<file path="src/sv/epd_pkg.sv">
// ============================================================================
// Escaped packet deframer package
// Byte codes, frame position codes, register indexes and the result type.
// ============================================================================
package epd_pkg;

    localparam int BYTE_W  = 8;
    localparam int INDEX_W = 6;
    localparam int MASK_W  = 5;
    localparam int CFG_INDEX_W = 8;
    localparam int S_TDATA_W   = 8;
    localparam int M_TDATA_W   = 32;

    localparam logic [BYTE_W-1:0] START_BYTE     = 8'hFC;
    localparam logic [BYTE_W-1:0] ESCAPE_BYTE    = 8'hFB;
    localparam logic [BYTE_W-1:0] ESCAPE_ADD     = 8'h10;
    localparam logic [BYTE_W-1:0] BROADCAST_ADDR = 8'hFF;
    localparam logic [BYTE_W-1:0] CHECKSUM_SEED  = 8'h2A;

    localparam logic [MASK_W-1:0] LENGTH_RESET   = 5'd31;
    localparam logic [BYTE_W-1:0] OWN_ADDR_RESET = 8'd1;
    localparam logic [MASK_W-1:0] MASK_RESET     = 5'd31;

    // Frame position codes; values 0 to 33 are the next buffer index.
    localparam logic [INDEX_W-1:0] PHASE_SENDER = 6'd0;
    localparam logic [INDEX_W-1:0] PHASE_LENGTH = 6'd1;
    localparam logic [INDEX_W-1:0] PHASE_LAST   = 6'd33;
    localparam logic [INDEX_W-1:0] PHASE_IDLE   = 6'd62;
    localparam logic [INDEX_W-1:0] PHASE_DEST   = 6'd63;
    localparam logic [INDEX_W-1:0] CHECKSUM_GAP = 6'd2;

    localparam logic [CFG_INDEX_W-1:0] REG_OWN_ADDRESS = 8'd0;
    localparam logic [CFG_INDEX_W-1:0] REG_LENGTH_MASK = 8'd1;

    typedef struct packed {
        logic [BYTE_W-1:0]  frame_checksum;
        logic               is_broadcast;
        logic               packet_bad;
        logic               packet_good;
        logic [BYTE_W-1:0]  stored_value;
        logic [INDEX_W-1:0] stored_index;
        logic               stored_valid;
    } epd_result_t;

endpackage

</file>
<file path="src/sv/epd_core.sv">
// ============================================================================
// Escaped packet deframer core
// Frame state registers and the per-byte unescape, address and checksum step.
// ============================================================================
module epd_core (
    input  logic                                aclk,
    input  logic                                aresetn,
    input  logic                                step,
    input  logic [epd_pkg::BYTE_W-1:0]          rx_byte,
    input  logic [epd_pkg::BYTE_W-1:0]          own_address,
    input  logic [epd_pkg::MASK_W-1:0]          length_mask,
    output epd_pkg::epd_result_t                result
);

    logic [epd_pkg::INDEX_W-1:0] phase_reg, phase_next;
    logic                        esc_reg, esc_next;
    logic                        bcast_reg, bcast_next;
    logic [epd_pkg::BYTE_W-1:0]  csum_reg, csum_next;
    logic [epd_pkg::MASK_W-1:0]  len_reg, len_next;
    logic [epd_pkg::BYTE_W-1:0]  b;
    logic [epd_pkg::INDEX_W-1:0] limit;

    assign limit = epd_pkg::INDEX_W'(len_reg & length_mask) + epd_pkg::CHECKSUM_GAP;

    always_comb begin
        b          = rx_byte;
        phase_next = phase_reg;
        esc_next   = esc_reg;
        bcast_next = bcast_reg;
        csum_next  = csum_reg;
        len_next   = len_reg;
        result     = '0;
        if (rx_byte == epd_pkg::START_BYTE) begin
            phase_next = epd_pkg::PHASE_DEST;
        end else if (rx_byte == epd_pkg::ESCAPE_BYTE) begin
            esc_next = 1'b1;
        end else begin
            if (esc_reg) begin
                b        = rx_byte + epd_pkg::ESCAPE_ADD;
                esc_next = 1'b0;
            end
            if (phase_reg == epd_pkg::PHASE_DEST) begin
                if (b == own_address || b == epd_pkg::BROADCAST_ADDR) begin
                    phase_next = epd_pkg::PHASE_SENDER;
                    csum_next  = epd_pkg::CHECKSUM_SEED ^ b;
                    bcast_next = (b == epd_pkg::BROADCAST_ADDR);
                end else begin
                    phase_next = epd_pkg::PHASE_IDLE;
                end
            end else if (phase_reg == epd_pkg::PHASE_SENDER) begin
                len_next            = epd_pkg::LENGTH_RESET;
                csum_next           = csum_reg ^ b;
                result.stored_valid = 1'b1;
                result.stored_index = epd_pkg::PHASE_SENDER;
                result.stored_value = b;
                phase_next          = epd_pkg::PHASE_LENGTH;
            end else if (phase_reg <= epd_pkg::PHASE_LAST) begin
                if (phase_reg >= limit) begin
                    result.packet_good = (csum_reg == b);
                    result.packet_bad  = (csum_reg != b);
                    phase_next         = epd_pkg::PHASE_IDLE;
                end else begin
                    if (phase_reg == epd_pkg::PHASE_LENGTH) begin
                        len_next = b[epd_pkg::MASK_W-1:0];
                    end
                    csum_next           = csum_reg ^ b;
                    result.stored_valid = 1'b1;
                    result.stored_index = phase_reg;
                    result.stored_value = b;
                    phase_next          = phase_reg + 6'd1;
                end
            end
        end
        result.is_broadcast   = bcast_next;
        result.frame_checksum = csum_next;
    end

    always_ff @(posedge aclk) begin
        if (!aresetn) begin
            phase_reg <= epd_pkg::PHASE_IDLE;
            esc_reg   <= 1'b0;
            bcast_reg <= 1'b0;
            csum_reg  <= '0;
            len_reg   <= epd_pkg::LENGTH_RESET;
        end else if (step) begin
            phase_reg <= phase_next;
            esc_reg   <= esc_next;
            bcast_reg <= bcast_next;
            csum_reg  <= csum_next;
            len_reg   <= len_next;
        end
    end

endmodule

</file>
<file path="src/sv/escaped_packet_deframer_xor.sv">
// ============================================================================
// Escaped packet deframer with XOR checksum
// Unstuffs a received byte stream, filters frames by address and checks them.
// ============================================================================
// Usage: one raw line byte enters per beat on the s_ channel. Every input beat
// produces exactly one result beat on the m_ channel, carrying the stored byte
// and its buffer index, the good or bad checksum flags, the broadcast flag and
// the running checksum. The own address and the length mask are written on the
// cfg_ channel, which is ready whenever reset is released; the user must make
// writes only while no beat is in flight; the block does not enforce this. An
// accepted byte is held in the input register, the frame step runs between it
// and the two-entry output buffer, and the result is offered on the m_ channel
// from that buffer. The block sustains one beat per cycle while the receiver
// keeps taking results. When the receiver stalls, the output buffer fills with
// two results and the input register holds a third; s_tready then stays low
// until the cycle after a result is taken. Synchronous reset empties both
// stages, holds s_tready and cfg_ready low, returns the frame logic to waiting
// for a start byte and restores the own address to 1 and the length mask to 31.
// ============================================================================
module escaped_packet_deframer_xor (
    input  logic                                 aclk,
    input  logic                                 aresetn,
    input  logic                                 s_tvalid,
    output logic                                 s_tready,
    input  logic [epd_pkg::S_TDATA_W-1:0]        s_tdata,   // [7:0] rx_byte
    output logic                                 m_tvalid,
    input  logic                                 m_tready,
    // [0] stored_valid, [6:1] stored_index, [14:7] stored_value, [15] packet_good,
    // [16] packet_bad, [17] is_broadcast, [25:18] frame_checksum, [31:26] zero
    output logic [epd_pkg::M_TDATA_W-1:0]        m_tdata,
    input  logic                                 cfg_valid,
    output logic                                 cfg_ready,
    input  logic [epd_pkg::CFG_INDEX_W-1:0]      cfg_index,
    input  logic [epd_pkg::BYTE_W-1:0]           cfg_data
);

    logic [epd_pkg::BYTE_W-1:0] own_addr_reg;
    logic [epd_pkg::MASK_W-1:0] mask_reg;
    logic                       in_valid_reg;
    logic [epd_pkg::BYTE_W-1:0] in_byte_reg;
    epd_pkg::epd_result_t       result;
    epd_pkg::epd_result_t       out0_reg, out1_reg;
    logic [1:0]                 count_reg;
    logic                       advance, push, pop;
    logic [1:0]                 wpos;

    assign cfg_ready = aresetn;
    assign pop       = m_tvalid && m_tready;
    assign advance   = in_valid_reg && (count_reg != 2'd2);
    assign push      = advance;
    assign s_tready  = aresetn && (!in_valid_reg || advance);
    assign wpos      = count_reg - {1'b0, pop};
    assign m_tvalid  = (count_reg != 2'd0);
    assign m_tdata   = epd_pkg::M_TDATA_W'(out0_reg);

    always_ff @(posedge aclk) begin
        if (!aresetn) begin
            own_addr_reg <= epd_pkg::OWN_ADDR_RESET;
            mask_reg     <= epd_pkg::MASK_RESET;
        end else if (cfg_valid && cfg_ready) begin
            case (cfg_index)
                epd_pkg::REG_OWN_ADDRESS: own_addr_reg <= cfg_data;
                epd_pkg::REG_LENGTH_MASK: mask_reg     <= cfg_data[epd_pkg::MASK_W-1:0];
                default: ;
            endcase
        end
    end

    always_ff @(posedge aclk) begin
        if (!aresetn) begin
            in_valid_reg <= 1'b0;
        end else if (s_tready) begin
            in_valid_reg <= s_tvalid;
        end
    end

    always_ff @(posedge aclk) begin
        if (s_tvalid && s_tready) begin
            in_byte_reg <= s_tdata;
        end
    end

    epd_core u_core (
        .aclk        (aclk),
        .aresetn     (aresetn),
        .step        (advance),
        .rx_byte     (in_byte_reg),
        .own_address (own_addr_reg),
        .length_mask (mask_reg),
        .result      (result)
    );

    always_ff @(posedge aclk) begin
        if (!aresetn) begin
            count_reg <= 2'd0;
        end else begin
            count_reg <= count_reg + {1'b0, push} - {1'b0, pop};
        end
    end

    always_ff @(posedge aclk) begin
        if (pop && count_reg == 2'd2) begin
            out0_reg <= out1_reg;
        end
        if (push && wpos == 2'd0) begin
            out0_reg <= result;
        end
        if (push && wpos == 2'd1) begin
            out1_reg <= result;
        end
    end

endmodule

</file>
<file path="config.mk">
export PLATFORM = sky130hd
export DESIGN_NAME = escaped_packet_deframer_xor
export DESIGN_NICKNAME = d
export VERILOG_FILES = /design/src/sv/epd_pkg.sv /design/src/sv/epd_core.sv /design/src/sv/escaped_packet_deframer_xor.sv
export SDC_FILE = /design/constraint.sdc
export NUM_CORES = 1
export LEC_CHECK = 0
export BUFFER_PORTS_ARGS = -buffer_cell sky130_fd_sc_hd__clkbuf_2
export CAP_MARGIN = 20
export CORE_MARGIN = 2
export CORE_UTILIZATION = 61
export DETAILED_ROUTE_END_ITERATION = 6
export GPL_ROUTABILITY_DRIVEN = 0
export PLACE_DENSITY_LB_ADDON = 0.3
export SYNTH_ARGS = -nofsm -noshare
export SYNTH_HDL_FRONTEND = slang
export SYNTH_SLANG_ARGS = --single-unit
</file>
<file path="constraint.sdc">
create_clock -name aclk -period 10.6 [get_ports aclk]
set_input_delay 2.12 -clock aclk [delete_from_list [all_inputs] [get_ports aclk]]
set_output_delay 2.12 -clock aclk [all_outputs]
set_load 0.02 [all_outputs]
</file>
* Yosys cells after proc, flatten, opt, wreduce, memory -nomap -nowiden
Index checks and enable logic that the tools add are counted.
** Word-level totals
- Output and inout bits :: 35
- Input bits :: 29
- Flip-flop bits (word level) :: 97
** Cells by class
- Add/subtract/negate cells :: 6
- Magnitude comparators :: 2
- Muxes and demuxes :: 36
- Equality and inequality tests :: 14
- Reduce and logical (&&, ||, !) cells :: 24
- Bitwise logic cells :: 6
** Operators with widths (number)
- 2-to-1 mux 8 bit :: 10
- 2-to-1 mux 17 bit :: 4
- 2-to-1 mux 26 bit :: 2
- 2-to-1 mux 6 bit :: 7
- 2-to-1 mux 15 bit :: 2
- equality test 8 bit, second input constant :: 3
- 2-to-1 mux 5 bit :: 4
- equality test 8 bit :: 2
- adder 8 x 5 -> 8 bit, second input constant :: 1
- equality test 8 x 1 -> 1 bit, second input constant :: 1
- logical AND 1 bit :: 8
- zero test 8 bit :: 1
- != test 8 bit :: 1
- nonzero test 2 bit :: 4
- XOR 8 bit :: 1
- AND reduction 7 bit :: 1
- adder 6 x 1 -> 6 bit, second input constant :: 1
- adder 6 x 2 -> 6 bit, second input constant :: 1
- equality test 6 x 1 -> 1 bit, second input constant :: 1
- equality test 6 bit, second input constant :: 1
- greater-or-equal comparator 6 bit :: 1
- <= comparator 6 bit, second input constant :: 1
- zero test 6 bit :: 1
- AND reduction 2 bit :: 3
- 16 further kinds :: 26

* Logic depth before layout (Yosys ltp)
Gate-level depths: netlist of the first run.
- Depth in word-level cells :: 12
- Gate-level depth with buffers :: 13

* Hierarchy
Synthesis of the first run repeated with hierarchy kept, for this count alone.
** Unflattened totals
- Cell total of the unflattened synthesis :: 461
- Area, all modules :: 5202.5 um2
** By module, submodules not included
- escaped_packet_deframer_xor :: cells an instance 182, times used 1, area an instance 2991.6 um2
- epd_core :: cells an instance 279, times used 1, area an instance 2210.9 um2

* Worst setup path after synthesis of the first run
OpenSTA, ideal clock, no wires.
- Kind :: input to output
- Start point :: input port aresetn
- End point :: output port s_tready
- Path slack :: 5407 ps
- Data arrival time :: 3073 ps
- Buffers on the path :: 1
- Required time :: 8480 ps
- Stages on the path :: 3
- Cells stage by stage :: clkbuf_1 clkinv_1 a21oi_1
** Between the ends
- Cells in the longest elaborated chain, start to end :: 1
** RTL lines
- start: declaration :: RTL line escaped_packet_deframer_xor.sv:22 : input logic aresetn,
- logical AND 1 bit :: RTL line escaped_packet_deframer_xor.sv:51 : assign s_tready = aresetn && (!in_valid_reg || advance);
- end: declaration :: RTL line escaped_packet_deframer_xor.sv:24 : output logic s_tready,
Every way passes these cells.

* Worst setup path after layout of the first run
Ends and elaborated chain as after synthesis.

==> impl_metrics.json, run 1 <==
{
  "routedWlPerCell_um": 16.1,
  "p_leak_nw": 2.17,
  "busiest_layer": "met2",
  "grtUsageMet1_pct": 32.6,
  "io_pins": 64,
  "grt_max_degree": 30,
  "antenna_cells": 0,
  "finClkSkew_ns": 0.00849,
  "dp.cells": 635,
  "max_cap_viol_count": 0,
  "start_util_pct": 62.1,
  "drive_gt1_share_pct": 19.5,
  "nNetsFinal": 585,
  "cts_sinks": 97,
  "clk_latency_ns": 0.36,
  "use_met3_pct": 5.53,
  "cts_tree": "yes",
  "worstSetupStartpointType": "input port",
  "ir_drop_mv": 0.0808,
  "ys_seq_area_share_pct": 50.3,
  "fin_ws_ns": 4.89,
  "postCtsHoldBufs": 0,
  "synth_area_um2": 5050,
  "outcome": "finished, final reports clean",
  "grt_pass1_vias": 3707,
  "internal-power_mw": 0.608,
  "cts_max_level": 3,
  "swShare_pct": 30.3,
  "viasPerCell": 6.03,
  "pwr-share-seq_pct": 53.9,
  "min_path_type": "reg -> reg",
  "dp_slack_ns": 4.93,
  "finalHoldViolations": 0,
  "setup.worst_path.start": "aresetn",
  "synth-edff-count": 60,
  "dp_hpwl_mm": 7.40,
  "dr_total_vias": 3937,
  "synth_top_family_by_area": "simple AND/OR/NAND/NOR gates",
  "die-area_um2": 9030,
  "max_slew_margin_pct": 39.3,
  "ys_types": 74,
  "die_h_um": 95.0,
  "grt_antenna_before_repair": 0,
  "grt_overflow": 0,
  "area_growth_pct": 9.70,
  "cts_resized": 0,
  "fmax_ghz": 0.175,
  "worst_pin_slew_ns": 0.911,
  "slew_viol_final": 0,
  "ant_nets": 0,
  "tns_ns": 0,
  "critical_path_class": "in -> out",
  "finalCritPeriodShare_pct": 53.9,
  "min-delay-start": "mask_reg[3]",
  "setup_violations": 0,
  "grt.met2_usage_pct": 41.3,
  "synth-simple-area-share_pct": 18.0,
  "io_buffers": 57,
  "row_count": 33,
  "final_cells": 653,
  "core_area_um2": 8130,
  "yosysWarningCount": 0,
  "root_buffer": "clkbuf_8",
  "ys_ff_latch": 97,
  "postSynth.asyncResetShare_pct": 0,
  "synth_mux_area_share_pct": 3.89,
  "min_period_ns": 5.71,
  "r2r-start": "mask_reg[1]",
  "clockPowerShare_pct": 24.3,
  "design_power_total_mw": 0.873,
  "drcViolationCount": 0,
  "clk_path_buf_depth": 2,
  "rsz0062_at_grt": "false",
  "syn_area_per_cell_um2": 10.2,
  "cts_buffers": 9,
  "mostFrequentLayoutCell": "edfxtp_1",
  "synth_xor_area_share_pct": 5.07,
  "clk_pin_slew_ns": 0.09,
  "worstSetupEndpointType": "primary output",
  "synth-compound-area-share_pct": 14.8,
  "final_cell_mix": "edfxtp_1 (60), clkbuf_2 (57), nand2_1 (56)",
  "grt_usage_pct": 25.0,
  "power_frac_comb_pct": 21.8,
  "powerDensity_nw_per_um2": 157,
  "path_max_fanout": 29,
  "worstPathArrival_ns": 3.59,
  "die_w_um": 95.0,
  "required_ns": 8.48,
  "totalWireLength_mm": 10.5,
  "synthCells": 498,
  "synthFlopType": "edfxtp_1",
  "grt_pass1_wl_mm": 17.5,
  "synth_fa_ha_area_share_pct": 3.22,
  "power_switching_mw": 0.265,
  "whs_ns": 0.468,
  "drt-initial-drc-count": 430,
  "firstDrtPassIters": 5,
  "post_cts_buffers": 0
}
-- final timing paths --
kind                                    end  slack [ns]  cells after the start
worst min-delay path            mask_reg[3]        0.47                      2
worst max-delay path               s_tready        4.89                      4
worst min register to register  mask_reg[3]        0.47                      2
worst max register to register  m_tdata[22]        6.96                     12
-- power by group through the flow --
stage,Clock [mW],Combinational (mW),Sequential [mW]
final,0.212,0.190,0.471
after CTS,0.214,0.181,0.473
after global routing,0.231,0.207,0.476
after floorplan,0,0.105,0.504
after detailed placement,0,0.181,0.482
after global placement,0,0.176,0.479
-- metal layers --
layer	vias to the layer above	wire, µm
met5	-	0
met4	0	240
met3	25	700
met2	173	5050
met1	1848	4520
li1	1891	-
-- synth_stat cells (all sizes together), types with 9 or more instances --
cell,number,area [µm²]
a21oi,28,148
a31oi,10,62.6
and2,9,56.3
buf,13,97.6
clkbuf,19,71.3
dfxtp,37,741
edfxtp,60,1800
ha,13,163
inv,15,58.8
mux2,13,146
nand2,56,210
nand3,9,45.0
nand4,11,75.1
nor2,40,153
nor3,15,91.3
o21ai,31,159
xnor2,13,121
xor2,12,113
-- cell type report --
cell class                      count  area (µm²)
Clock buffer                       10         128
Clock inverter                      6        35.0
Fill cell                         622        2590
Inverter                           17        66.3
Multi-Input combinational cell    357        2310
Sequential cell                    97        2540
Tap cell                          105         131
Timing Repair Buffer               61         335
-- critical path: stages --
cell and delay (ns):
clkbuf_2 0.48, clkinv_1 0.51, a21oi_1 0.28, clkbuf_2 0.20
-- metrics by stage --
stage	util (%)	instance area (µm²)
floorplan	-	5070
global placement	65.7	5350
detailed placement	65.7	5350
CTS	67.7	5510
global route	68.2	5550
finish	68.2	5550
-- logic make-up after synthesis --
kind of cell	count (synthesis)
flops	97
buf+inv	49
other cells	1
compound gates	112
mux	18
simple gates	182
fa+ha+maj	13
xor+xnor	26
No activity file was read; power rests on OpenSTA's default activity.
==> inputs of run 2 (changes only) <==
--- a/config.mk
+++ b/config.mk
@@ -8,7 +8,7 @@
 export BUFFER_PORTS_ARGS = -buffer_cell sky130_fd_sc_hd__clkbuf_2
 export CAP_MARGIN = 20
 export CORE_MARGIN = 2
-export CORE_UTILIZATION = 61
+export CORE_UTILIZATION = 58
 export DETAILED_ROUTE_END_ITERATION = 6
 export GPL_ROUTABILITY_DRIVEN = 0
 export PLACE_DENSITY_LB_ADDON = 0.3
==> constraint.sdc (replaced) <==
create_clock -name aclk -period 5.7 [get_ports aclk]
set_input_delay 1.14 -clock aclk [delete_from_list [all_inputs] [get_ports aclk]]
set_output_delay 1.14 -clock aclk [all_outputs]
set_load 0.02 [all_outputs]
==> impl_metrics.json, run 2 (synthesized netlist as in run 1, its figures left out) <==
{
  "clk_path_buf_depth": 2,
  "powerDensity_nw_per_um2": 299,
  "grt_pass1_vias": 3602,
  "root_buffer": "clkbuf_8",
  "worst_pin_slew_ns": 1.05,
  "io_pins": 64,
  "cts_max_level": 3,
  "worstSetupStartpointType": "input port",
  "cts_buffers": 9,
  "drive_gt1_share_pct": 19.9,
  "cts_resized": 0,
  "rsz0062_at_grt": "false",
  "clk_latency_ns": 0.36,
  "ant_nets": 0,
  "ir_drop_mv": 0.129,
  "post_cts_buffers": 0,
  "rrSetupSlack_ns": 2.03,
  "max_cap_viol_count": 0,
  "grtUsageMet1_pct": 30.1,
  "fin_ws_ns": 1.93,
  "postCtsHoldBufs": 0,
  "die-area_um2": 9480,
  "firstDrtPassIters": 6,
  "die_h_um": 97.4,
  "path_max_fanout": 29,
  "worstSetupEndpointType": "primary output",
  "viasPerCell": 5.94,
  "antenna_cells": 0,
  "dr_total_vias": 3888,
  "dp_hpwl_mm": 7.48,
  "fmax_ghz": 0.265,
  "totalWireLength_mm": 10.6,
  "area_growth_pct": 9.90,
  "clk_pin_slew_ns": 0.09,
  "use_met3_pct": 3.96,
  "required_ns": 4.56,
  "final_cell_mix": "edfxtp_1 (60), clkbuf_2 (57), nand2_1 (56)",
  "tns_ns": 0,
  "min_path_type": "reg -> reg",
  "routedWlPerCell_um": 16.2,
  "multiInputGateArea_um2": 2310,
  "grt_max_degree": 30,
  "grt_pass1_wl_mm": 17.6,
  "busiest_layer": "met2",
  "fillerInstances": 706,
  "io_buffers": 57,
  "outcome": "finished, final reports clean",
  "max_slew_margin_pct": 30.0,
  "dp_slack_ns": 1.96,
  "slew_viol_final": 0,
  "drcViolationCount": 0,
  "regArea_um2": 2540,
  "grt_antenna_before_repair": 0,
  "grt_usage_pct": 22.8,
  "p_leak_nw": 2.18,
  "min_period_ns": 3.77,
  "final_util_pct": 64.6,
  "drt-initial-drc-count": 339,
  "grt_overflow": 0,
  "critical_path_class": "in -> out",
  "finalHoldViolations": 0,
  "row_count": 34,
  "finClkSkew_ns": 0.00945,
  "cts_sinks": 97,
  "die_w_um": 97.4,
  "start_util_pct": 58.8,
  "whs_ns": 0.461,
  "grt.met2_usage_pct": 38.4,
  "nNetsFinal": 584,
  "setup_violations": 0,
  "finalCritPeriodShare_pct": 66.1,
  "core_area_um2": 8590,
  "cts_tree": "yes",
  "mostFrequentLayoutCell": "edfxtp_1",
  "worstPathArrival_ns": 2.63
}
-- run 2: cell type report --
cell class                 instances  area share (%)
sequential                        97            45.8
timing repair buffer              60            5.54
clock buffer                      10            2.30
multi-input combinational        357            41.5
clock inverter                     6            1.24
inverter                          17            1.19
tap                              108            2.43
-- run 2: final timing paths --
path              cells after the start           to        start
setup / recovery                      4     s_tready      aresetn
hold / removal                        2  mask_reg[3]  mask_reg[3]
setup reg to reg                     12  m_tdata[22]  mask_reg[2]
hold reg to reg                       2  mask_reg[3]  mask_reg[3]
-- run 2: worst max-delay path, cell delays in order --
cell and delay (ns):
clkbuf_2 0.48, clkinv_1 0.52, a21oi_1 0.28, clkbuf_2 0.20
-- run 2: layer usage --
metal  part of all wire (%)  up-vias  wire, µm
li1                       -     1885         -
met1                     43     1825      4560
met2                     48      148      5110
met3                    6.5       30       693
met4                    2.2        0       228
met5                      0        -         0
-- run 2: through the flow --
step	area (µm²)	total power, mW	std cells
after detailed placement	5350	1.23	638
after global placement	5350	1.22	638
after CTS	5550	1.67	654
after global routing	5560	1.73	655
after floorplan	5070	1.13	503
final	5560	1.66	655
-- run 2: power breakdown --
group,leakage (nW),internal [mW],switching (mW)
logic,1.22,0.116,0.221
clock network,0.0964,0.205,0.244
registers,0.858,0.847,0.0301
==> inputs of run 3 (changes only) <==
--- a/config.mk
+++ b/config.mk
@@ -8,7 +8,7 @@
 export BUFFER_PORTS_ARGS = -buffer_cell sky130_fd_sc_hd__clkbuf_2
 export CAP_MARGIN = 20
 export CORE_MARGIN = 2
-export CORE_UTILIZATION = 58
+export CORE_UTILIZATION = 52
 export DETAILED_ROUTE_END_ITERATION = 6
 export GPL_ROUTABILITY_DRIVEN = 0
 export PLACE_DENSITY_LB_ADDON = 0.3
==> constraint.sdc (replaced) <==
create_clock -name aclk -period 3.1 [get_ports aclk]
set_input_delay 0.62 -clock aclk [delete_from_list [all_inputs] [get_ports aclk]]
set_output_delay 0.62 -clock aclk [all_outputs]
set_load 0.02 [all_outputs]
==> impl_metrics.json, run 3 (synthesized netlist as in run 1, its figures left out) <==
{
  "whs_ns": 0.419,
  "worstSetupStartpointType": "flop",
  "worstSetupEndpointType": "flop",
  "grt_pass1_wl_mm": 17.6,
  "design_power_total_mw": 3.07,
  "nNetsFinal": 599,
  "setup_violations": 0,
  "worstPathArrival_ns": 3.03,
  "crit_chain": "ha_1 -> mux2i_1 -> or3_1 -> nor3_2 -> a21o_1 -> a21oi_4 -> a21o_1 -> mux2_2",
  "area_growth_pct": 12.8,
  "clk_latency_ns": 0.37,
  "die-area_um2": 10500,
  "firstDrtPassIters": 5,
  "ir_drop_mv": 0.230,
  "drcViolationCount": 0,
  "max_slew_margin_pct": 56.7,
  "tns_ns": 0,
  "max_stage_delay_ns": 0.50,
  "final_cell_mix": "edfxtp_1 (60), clkbuf_2 (57), nand2_1 (56)",
  "start_util_pct": 54.2,
  "finalHoldViolations": 0,
  "max_cap_viol_count": 0,
  "cts_max_level": 3,
  "min_period_ns": 2.91,
  "cts_tree": "yes",
  "row_count": 35,
  "fmax_ghz": 0.344,
  "clk_pin_slew_ns": 0.09,
  "dp_slack_ns": 0.207,
  "required_ns": 3.22,
  "grt_usage_pct": 21.5,
  "crit_slowest_cell": "edfxtp_1",
  "die_w_um": 103,
  "critical_path_class": "reg -> reg",
  "ant_nets": 0,
  "finClkSkew_ns": 0.00775,
  "outcome": "finished, final reports clean",
  "routedWlPerCell_um": 15.5,
  "grt_overflow": 0,
  "die_h_um": 103,
  "drt-initial-drc-count": 258,
  "io_buffers": 57,
  "grt_max_degree": 29,
  "cpLargestDelayFamily": "compound AO/OA/AOI/OAI gates",
  "dr_total_vias": 3860,
  "fin_ws_ns": 0.193,
  "path_max_fanout": 10,
  "clk_path_buf_depth": 2,
  "antenna_cells": 0,
  "mostFrequentLayoutCell": "edfxtp_1",
  "grt_pass1_vias": 3660,
  "dp_hpwl_mm": 7.71,
  "cts_sinks": 97,
  "drive_gt1_share_pct": 22.1,
  "totalWireLength_mm": 10.7,
  "finalCritPeriodShare_pct": 93.8,
  "cts_buffers": 9,
  "slew_viol_final": 0,
  "rsz0062_at_grt": "false",
  "cpMostUsedCell": "a21o_1",
  "root_buffer": "clkbuf_8",
  "grt_antenna_before_repair": 0,
  "min_path_type": "in -> reg",
  "viasPerCell": 5.59,
  "worst_pin_slew_ns": 0.648,
  "core_area_um2": 9330,
  "p_leak_nw": 2.24,
  "powerDensity_nw_per_um2": 538,
  "io_pins": 64,
  "path_buf_inv": 0
}
[run 3: worst paths after layout]
| kind | startpoint | end | slack (ns) | depth (start not counted) |
|---|---|---|---|---|
| min | s_tdata[3] | in_byte_reg[3] | 0.42 | 1 |
| max reg2reg | in_byte_reg[4] | m_tdata[21] | 0.19 | 8 |
| min reg2reg | mask_reg[0] | mask_reg[0] | 0.46 | 2 |
| max | in_byte_reg[4] | m_tdata[21] | 0.19 | 8 |
[run 3: layout make-up]
type	instances	area (µm²)
clock buffers	11	131
clock inverters	5	57.6
fillers	810	3620
inverters	17	66.3
multi-input cells	357	2320
flip-flops and latches	97	2540
well taps	129	161
repair buffers	75	420
[run 3: stage by stage]
step           instance area [µm²]  utilization, %  instances
2_1_floorplan                 5080               -        503
3_3_place_gp                  5500            58.9        674
4_1_cts                       5690            61.0        690
3_5_place_dp                  5500            58.9        674
6_report                      5700            61.2        691
5_1_grt                       5700            61.2        691
[run 3: where the power goes]
part	total (mW)	switching, mW	internal, mW
clock network	0.806	0.434	0.372
logic	0.653	0.418	0.236
registers	1.61	0.0533	1.55
total	3.07	0.905	2.16
[run 3: routing by layer]
metal  wire length [µm]  part of all wire (%)  track usage, %  vias to the layer above
met5                  0                     0               0                        -
met4                159                   1.5            8.21                        0
met3                646                   6.0            4.14                       12
met2               5030                    47            34.6                      141
met1               4850                    45            29.0                     1789
li1                   -                     -               -                     1918
[run 3: what timing repair did]
action,4_1_cts,5_1_grt
gates resized for setup,0,2
buffers inserted,0,1
hold buffers,0,0
endpoints found under the setup margin,0,13
